===== src/hw/rtl/pprq_pkg.sv =====
// Shared constants, types and compare function for the ready queue.
`timescale 1ns / 1ps
package pprq_pkg;
	localparam int DEPTH     = 64;
	localparam int ID_BITS   = 8;
	localparam int TIME_BITS = 32;
	localparam int PRIO_BITS = 8;
	localparam int IDX_W     = $clog2(DEPTH);
	localparam int OCC_W     = $clog2(DEPTH + 1);

	localparam logic [1:0] OP_PUSH  = 2'd0;
	localparam logic [1:0] OP_POP   = 2'd1;
	localparam logic [1:0] OP_CHECK = 2'd2;

	typedef struct packed {
		logic [ID_BITS-1:0]   id;
		logic [PRIO_BITS-1:0] prio;
		logic [TIME_BITS-1:0] last_run;
		logic [TIME_BITS-1:0] arrival;
	} entry_t;

	typedef struct packed {
		logic cap;
		logic do_push;
		logic scan_init;
		logic scan_run;
		logic shift_init;
		logic shift_run;
		logic occ_dec;
		logic load_out;
	} cmd_t;

	typedef struct packed {
		logic [1:0] op;
		logic       occ_zero;
		logic       scan_done;
		logic       shift_done;
		logic       out_free;
	} sts_t;

	// challenger (later slot) strictly beats incumbent
	function automatic logic beats(entry_t c, entry_t b);
		if (c.prio != b.prio) begin
			return c.prio > b.prio;
		end
		if (c.last_run != b.last_run) begin
			return c.last_run < b.last_run;
		end
		return c.arrival < b.arrival;
	endfunction
endpackage


===== src/hw/rtl/pprq_ctrl.sv =====
// Sequencer for push, scan, shift and result hand-off.
`timescale 1ns / 1ps
module pprq_ctrl (
	input  logic          clk,
	input  logic          arst_n,
	input  logic          in_valid,
	output logic          in_stall,
	input  logic [1:0]    operation,
	input  logic          running_present,
	input  pprq_pkg::sts_t sts,
	output pprq_pkg::cmd_t cmd
);
	import pprq_pkg::*;

	localparam logic [1:0] S_IDLE  = 2'd0;
	localparam logic [1:0] S_SCAN  = 2'd1;
	localparam logic [1:0] S_SHIFT = 2'd2;
	localparam logic [1:0] S_RES   = 2'd3;

	logic [1:0] state_q, state_d;

	always_comb begin
		cmd = '0;
		state_d = state_q;
		in_stall = (state_q != S_IDLE);
		unique case (state_q)
			S_IDLE: begin
				if (in_valid) begin
					cmd.cap = 1'b1;
					state_d = S_RES;
					if (operation == OP_PUSH) begin
						cmd.do_push = 1'b1;
					end else if (!sts.occ_zero && (operation == OP_POP ||
						(operation == OP_CHECK && running_present))) begin
						cmd.scan_init = 1'b1;
						state_d = S_SCAN;
					end
				end
			end
			S_SCAN: begin
				cmd.scan_run = 1'b1;
				if (sts.scan_done) begin
					if (sts.op == OP_POP) begin
						cmd.shift_init = 1'b1;
						state_d = S_SHIFT;
					end else begin
						state_d = S_RES;
					end
				end
			end
			S_SHIFT: begin
				cmd.shift_run = 1'b1;
				if (sts.shift_done) begin
					cmd.occ_dec = 1'b1;
					state_d = S_RES;
				end
			end
			S_RES: begin
				if (sts.out_free) begin
					cmd.load_out = 1'b1;
					state_d = S_IDLE;
				end
			end
			default: state_d = S_IDLE;
		endcase
	end

	always_ff @(posedge clk or negedge arst_n) begin
		if (!arst_n) begin
			state_q <= S_IDLE;
		end else begin
			state_q <= state_d;
		end
	end
endmodule


===== config.mk =====
export PLATFORM = sky130hd
export DESIGN_NAME = pprq_ctrl
export DESIGN_NICKNAME = d
export VERILOG_FILES = /design/src/hw/rtl/pprq_pkg.sv /design/src/hw/rtl/pprq_ctrl.sv
export SDC_FILE = /design/constraint.sdc
export NUM_CORES = 1
export LEC_CHECK = 0
export CAP_MARGIN = 20
export CORE_AREA = 4 4 41 43
export DETAILED_ROUTE_END_ITERATION = 10
export DIE_AREA = 0 0 45 47
export DONT_BUFFER_PORTS = 1
export PLACE_DENSITY_LB_ADDON = 0.15
export SYNTH_ARGS = -nofsm -noshare
export SYNTH_HDL_FRONTEND = slang
export SYNTH_SLANG_ARGS = --single-unit

===== constraint.sdc =====
create_clock -name clk -period 1.6 [get_ports clk]
set_input_delay 0 -clock clk [delete_from_list [all_inputs] [get_ports clk]]
set_output_delay 0 -clock clk [all_outputs]
set_load 0.02 [all_outputs]

==> results of run 1 <==
[area by class of cell]
class | instances | area (µm²) | share of cell area, %
multi-input cells | 27 | 213 | 58.2
flip-flops and latches | 2 | 50.0 | 13.7
inverters | 3 | 11.3 | 3.08
repair buffers | 6 | 50.0 | 13.7
clock buffers | 3 | 22.5 | 6.16
well taps | 15 | 18.8 | 5.14
[routing by layer]
layer | GRT usage (%) | up-vias | part of all wire [%]
li1 | - | 128 | -
met1 | 4.32 | 118 | 34
met2 | 9.60 | 11 | 52
met3 | 3.07 | 0 | 13
met4 | 7.02 | 0 | 0
met5 | 0 | - | 0
[timing repair]
item	4_1_cts	5_1_grt
gates resized for setup	0	2
hold buffers	2	0
endpoints found under the setup margin	0	1
endpoints found under the hold margin	2	0
[power by group through the flow]
stage	logic (µW)	registers (µW)	clock network [µW]
5_1_grt	498	115	123
4_1_cts	464	108	119
2_1_floorplan	354	102	0
3_3_place_gp	455	110	0
6_report	457	110	111
3_5_place_dp	458	108	0
[Yosys cell counts]
master | count | share of area [%]
nand2_1 | 1 | 1.4
nand2b_1 | 5 | 12
inv_1 | 3 | 4.2
nand3b_1 | 1 | 2.8
and3_4 | 1 | 4.2
nor3b_1 | 1 | 2.8
o21ai_0 | 2 | 3.7
and2_2 | 1 | 2.8
ha_1 | 5 | 23
dfrtp_1 | 2 | 19
and2_1 | 4 | 9.3
o2111a_2 | 1 | 4.7
a21oi_2 | 1 | 3.3
a21oi_1 | 2 | 3.7
nor2_1 | 1 | 1.4
o22ai_1 | 1 | 2.3
[through the flow]
stage	setup slack (ns)	util [%]	cells	hold WS (ns)	instance area [µm²]
floorplan	0.165	-	32	-0.296	269
CTS	0.0360	27.7	56	0.110	360
global placement	0.193	24.4	51	-0.296	318
global route	0.0432	28.1	56	0.131	365
detailed placement	0.196	24.4	51	-0.296	318
finish	0.130	28.1	56	0.117	365
[worst reg2reg max path, stage by stage, from the launching register on]
cell      delay [ns]
dfrtp_1         0.40
inv_1           0.12
ha_1            0.17
inv_1           0.05
o2111a_2        0.28
and3_4          0.17
a21oi_2         0.09
[logic make-up after synthesis]
group | count (synthesis) | synth area share, %
flops | 2 | 18.6
buf+inv | 3 | 4.19
simple gates | 15 | 36.3
fa+ha+maj | 5 | 23.3
compound gates | 7 | 17.7
[worst paths after layout]
check	from	end	slack, ns	depth (start not counted)
max	state_q[1]	cmd[6]	0.13	5
min	in_valid	state_q[1]	0.12	2
max reg2reg	state_q[1]	state_q[0]	0.24	6
min reg2reg	state_q[0]	state_q[0]	0.61	2
max in group asynchronous	arst_n	state_q[0]	0.94	2
min in group asynchronous	arst_n	state_q[1]	0.54	2
==> metrics.txt, run 1 <==
RSZ-0062 raised after global routing=false; registers with the highest flip-flop counts=state_q (2); Setup crit start kind=flip-flop; NetSw=around 320 µW; final net count=60; Site Rows=13; die span in x=about 45 µm; Worst Hold Class=primary input to flip-flop; synthesized flop and latch total=2; initial antenna violation count=0; area grow syn2layout=35.8%; Cell Int Power=around 360 µW; Mapped Cells=32; routed vias=257; first-pass GRT wire length=814 µm; Initial Util=20.7%; commonest non-fill, non-tap cells in the layout=nand2b_1, ha_1, and2_1, buf_4, clkbuf_4; htree depth=1; Max-slew headroom=about 75%; min cycle time layout=~1.5 ns; # DRC=0; Largest Register=state_q; Synthesized Nets=49; drt first pass iters=1; die footprint=about 0.0021 mm²; Final Max Slew Viols=0; worst endpoint required time=~1.6 ns; clock share of power=roughly 16%; Max-cap violations=0; Comb pwr share=around two thirds; clock-pin slew of the registers on the worst-case setup and hold paths=0.03 ns; CP max stage cell=dfrtp_1; worst slew pin tran=roughly 0.38 ns; Post-DRT Antenna Nets=0; number of antenna repair diodes=0; CP Capture Type=primary output; max reg flops=2; clock sinks=2; routability congestion estimate from global placement=about 0.69; total global routing overflow=0; Final Setup Violations=0; clk_skew=just over 0.0006 ns; vias in the first global route=233; largest net degree at the start of global routing=5; Max IR drop VDD=between 0.7 and 0.8 mV; Post-Synthesis Mean Instance Area=8.41 µm²; Clock Tree Buf Depth=2; layout cell share with drive strength beyond 1=31.7%; Crit path largest cell delay=around 0.4 ns; sequential area share after synthesis=between 10% and 20%; status=finished, final reports clean; Setup Fix Bufs, Post-CTS=0; Die H=approximately 47 µm; YS warnings=0; switch share=between 40% and 50%; number of buffers and inverters on the critical path=2; cts bufs inserted=3; hpwl dp=~550 µm; vias per inst=roughly 4.6; Setup TNS=0 ns; final WL=635 µm; CTS tree=built; Pleak=about 0.00016 µW; cell area after synthesis=approximately 270 µm²; GRT Overall Usage=5.77%; DR iter-0 viols=0; filler cell count=around 150; # IOs=21; crit-path max FO=4; Fmax=680 MHz; port bufs=0; Root Buffer=clkbuf_4; WP data arrival=between 1 and 1.5 ns; Total Power=roughly 680 µW; worst-path cell chain=inv_1, ha_1, and2_2, nor3b_2, buf_4; WL/cell=11.3 µm; Worst Path Class, Setup=flip-flop to primary output; clock latency at the later pin of the worst-skew pair=~0.22 ns; Pwr Density=about 1900 mW/mm²; Netlist cell types=16; final worst-path cycle share=about nine tenths; Worst path top cell family by delay=flip-flops; Sequential Power Share=16.2%; core area=~0.0013 mm²; final hold violation count=0
Power figures use the tool's default switching activity.
==> run 2, diff against run 1 <==
--- a/config.mk
+++ b/config.mk
@@ -6,6 +6,8 @@
 export NUM_CORES = 1
 export LEC_CHECK = 0
 export CAP_MARGIN = 20
+export CELL_PAD_IN_SITES_DETAIL_PLACEMENT = 2
+export CELL_PAD_IN_SITES_GLOBAL_PLACEMENT = 2
 export CORE_AREA = 4 4 41 43
 export DETAILED_ROUTE_END_ITERATION = 10
 export DIE_AREA = 0 0 45 47
==> run 2 against run 1 <==
- cell area decreased by 2.4%
- sequential power increased by 5%
- critical path depth unchanged
- clock skew grew 0.0025 ns
- routed wire length is 23% higher
- final cell count is 1.8% lower
- sequential share of layout area grew 0.34 points
- worst hold slack lost 0.10 ns
- register-to-register slack worse by 0.05 ns
- core utilization is 0.67 points lower
- first-iteration DRC count up 1
- largest power group unchanged
- highest routed layer unchanged
==> metrics.txt, run 2 (synthesis gave the netlist of run 1 again) <==
DP Area=between 300 and 400 µm²; vias per inst=4.62; final worst-path cycle share=slightly above 90%; largest net degree at the start of global routing=5; vias in the first global route=298; clk_skew=a little over 0.003 ns; area taken by multi-input logic gates=approximately 210 µm²; Worst Path Class, Setup=flip-flop to primary output; port bufs=0; initial antenna violation count=0; first-pass GRT wire length=between 1000 and 1500 µm; Clock Tree Buf Depth=2; crit-path max FO=4; # IOs=21; Site Rows=13; Sequential Area=~50 µm²; Final Max Slew Viols=0; hpwl dp=667 µm; final WL=between 700 and 800 µm; max reg flops=2; Pleak=between 0.00015 and 0.0002 µW; RSZ-0062 raised after global routing=false; number of antenna repair diodes=0; Setup crit start kind=flip-flop; worst endpoint required time=about 1.6 ns; Placed Cells incl. Taps=51; Setup TNS=0 ns; DR iter-0 viols=1; GRT Overall Usage=a little under 8%; layout cell share with drive strength beyond 1=32.5%; Die H=between 40 and 50 µm; Pwr Density=between 1500 and 2000 mW/mm²; registers with the highest flip-flop counts=state_q (2); routability congestion estimate from global placement=between 0.6 and 0.7; clock-pin slew of the registers on the worst-case setup and hold paths=roughly 0.030 ns; cts bufs inserted=3; clock sinks=2; final hold violation count=0; Max-slew headroom=between 70% and 80%; final net count=59; filler cell count=153; Largest Register=state_q; Initial Util=20.7%; area grow syn2layout=32.6%; routed vias=254; CTS tree=built; worst slew pin tran=around 0.37 ns; status=finished, final reports clean; Final Setup Violations=0; drt first pass iters=2; total global routing overflow=0; Worst Hold Class=primary input to asynchronous set/reset pin; Max IR drop VDD=just over 0.5 mV; die span in x=45 µm; Fmax=approximately 680 MHz; WP data arrival=~1.5 ns; CP Capture Type=primary output; min cycle time layout=between 1 and 1.5 ns; Crit path largest cell delay=slightly above 0.4 ns; CP max stage cell=dfrtp_1; htree depth=1; design area=about 360 µm²; worst-path cell chain=inv_1, ha_1, buf_4, nand2_1, nor2_1; final worst slack=about 0.12 ns; clock latency at the later pin of the worst-skew pair=0.22 ns; WL/cell=~14 µm; DP Worst Slack=0.158 ns; commonest non-fill, non-tap cells in the layout=nand2b_1, ha_1, and2_1, buf_4, clkbuf_4; # DRC=0; fin cells=55; die footprint=around 0.0021 mm²; Max-cap violations=0; core area=around 0.0013 mm²; Root Buffer=clkbuf_4; Post-DRT Antenna Nets=0
-- run 2: cell types whose count changed in the layout (fill, tap and decap cells not counted) --
cell,delta
and2_4,+1
and2_2,-1
dlygate4sd3_1,-1
-- run 2: area by class of cell --
cell class              count  share of cell area, %
clock buffers               3                   6.32
inverters                   3                   3.16
multi-input cells          27                   60.0
flip-flops and latches      2                   14.0
well taps                  15                   5.26
repair buffers              5                   11.2
-- run 2: layer usage --
metal	wire, µm	vias up	track usage, %
li1	-	123	-
met1	270	120	7.24
met2	435	11	15.3
met3	73	0	1.92
met4	0	0	5.26
met5	0	-	0
-- run 2: worst paths after layout --
kind | start | endpoint | slack (ns) | depth (start not counted)
max in group asynchronous | arst_n | state_q[0] | 1.45 | 1
min in group clk | in_valid | state_q[1] | 0.12 | 2
worst min register to register | state_q[0] | state_q[0] | 0.63 | 2
worst max-delay path | state_q[1] | cmd[3] | 0.12 | 5
worst min-delay path | arst_n | state_q[1] | 0.02 | 1
worst max register to register | state_q[1] | state_q[0] | 0.19 | 6
-- run 2: critical path, delay by kind of cell (launching register included) --
| family | cells | cell delay, ns |
|---|---|---|
| AND/OR/NAND/NOR | 2 | 0.36 |
| flip-flops | 1 | 0.41 |
| buffers and inverters | 2 | 0.30 |
| adder cells (fa/ha/maj) | 1 | 0.19 |
-- run 2: stage by stage --
stage	utilization [%]	hold WS (ns)	power [µW]
after floorplan	-	-0.296	456
after global placement	24.4	-0.296	571
after detailed placement	24.4	-0.296	583
after CTS	26.9	0.00468	704
after global routing	27.4	0.0116	763
final	27.4	0.0171	693
-- run 2: report_power, final --
part,leakage [µW],switching [µW],internal [µW]
registers,0.0000230,34.3,80.2
logic,0.000123,271,200
clock network,0.0000138,24.9,82.4
total,0.000160,330,363
-- run 2: timing repair --
action,in CTS,in global routing
setup endpoints to repair,1,1
hold buffers,1,0
gates resized for setup,1,2
buffers inserted,0,0
endpoints found under the hold margin,2,0
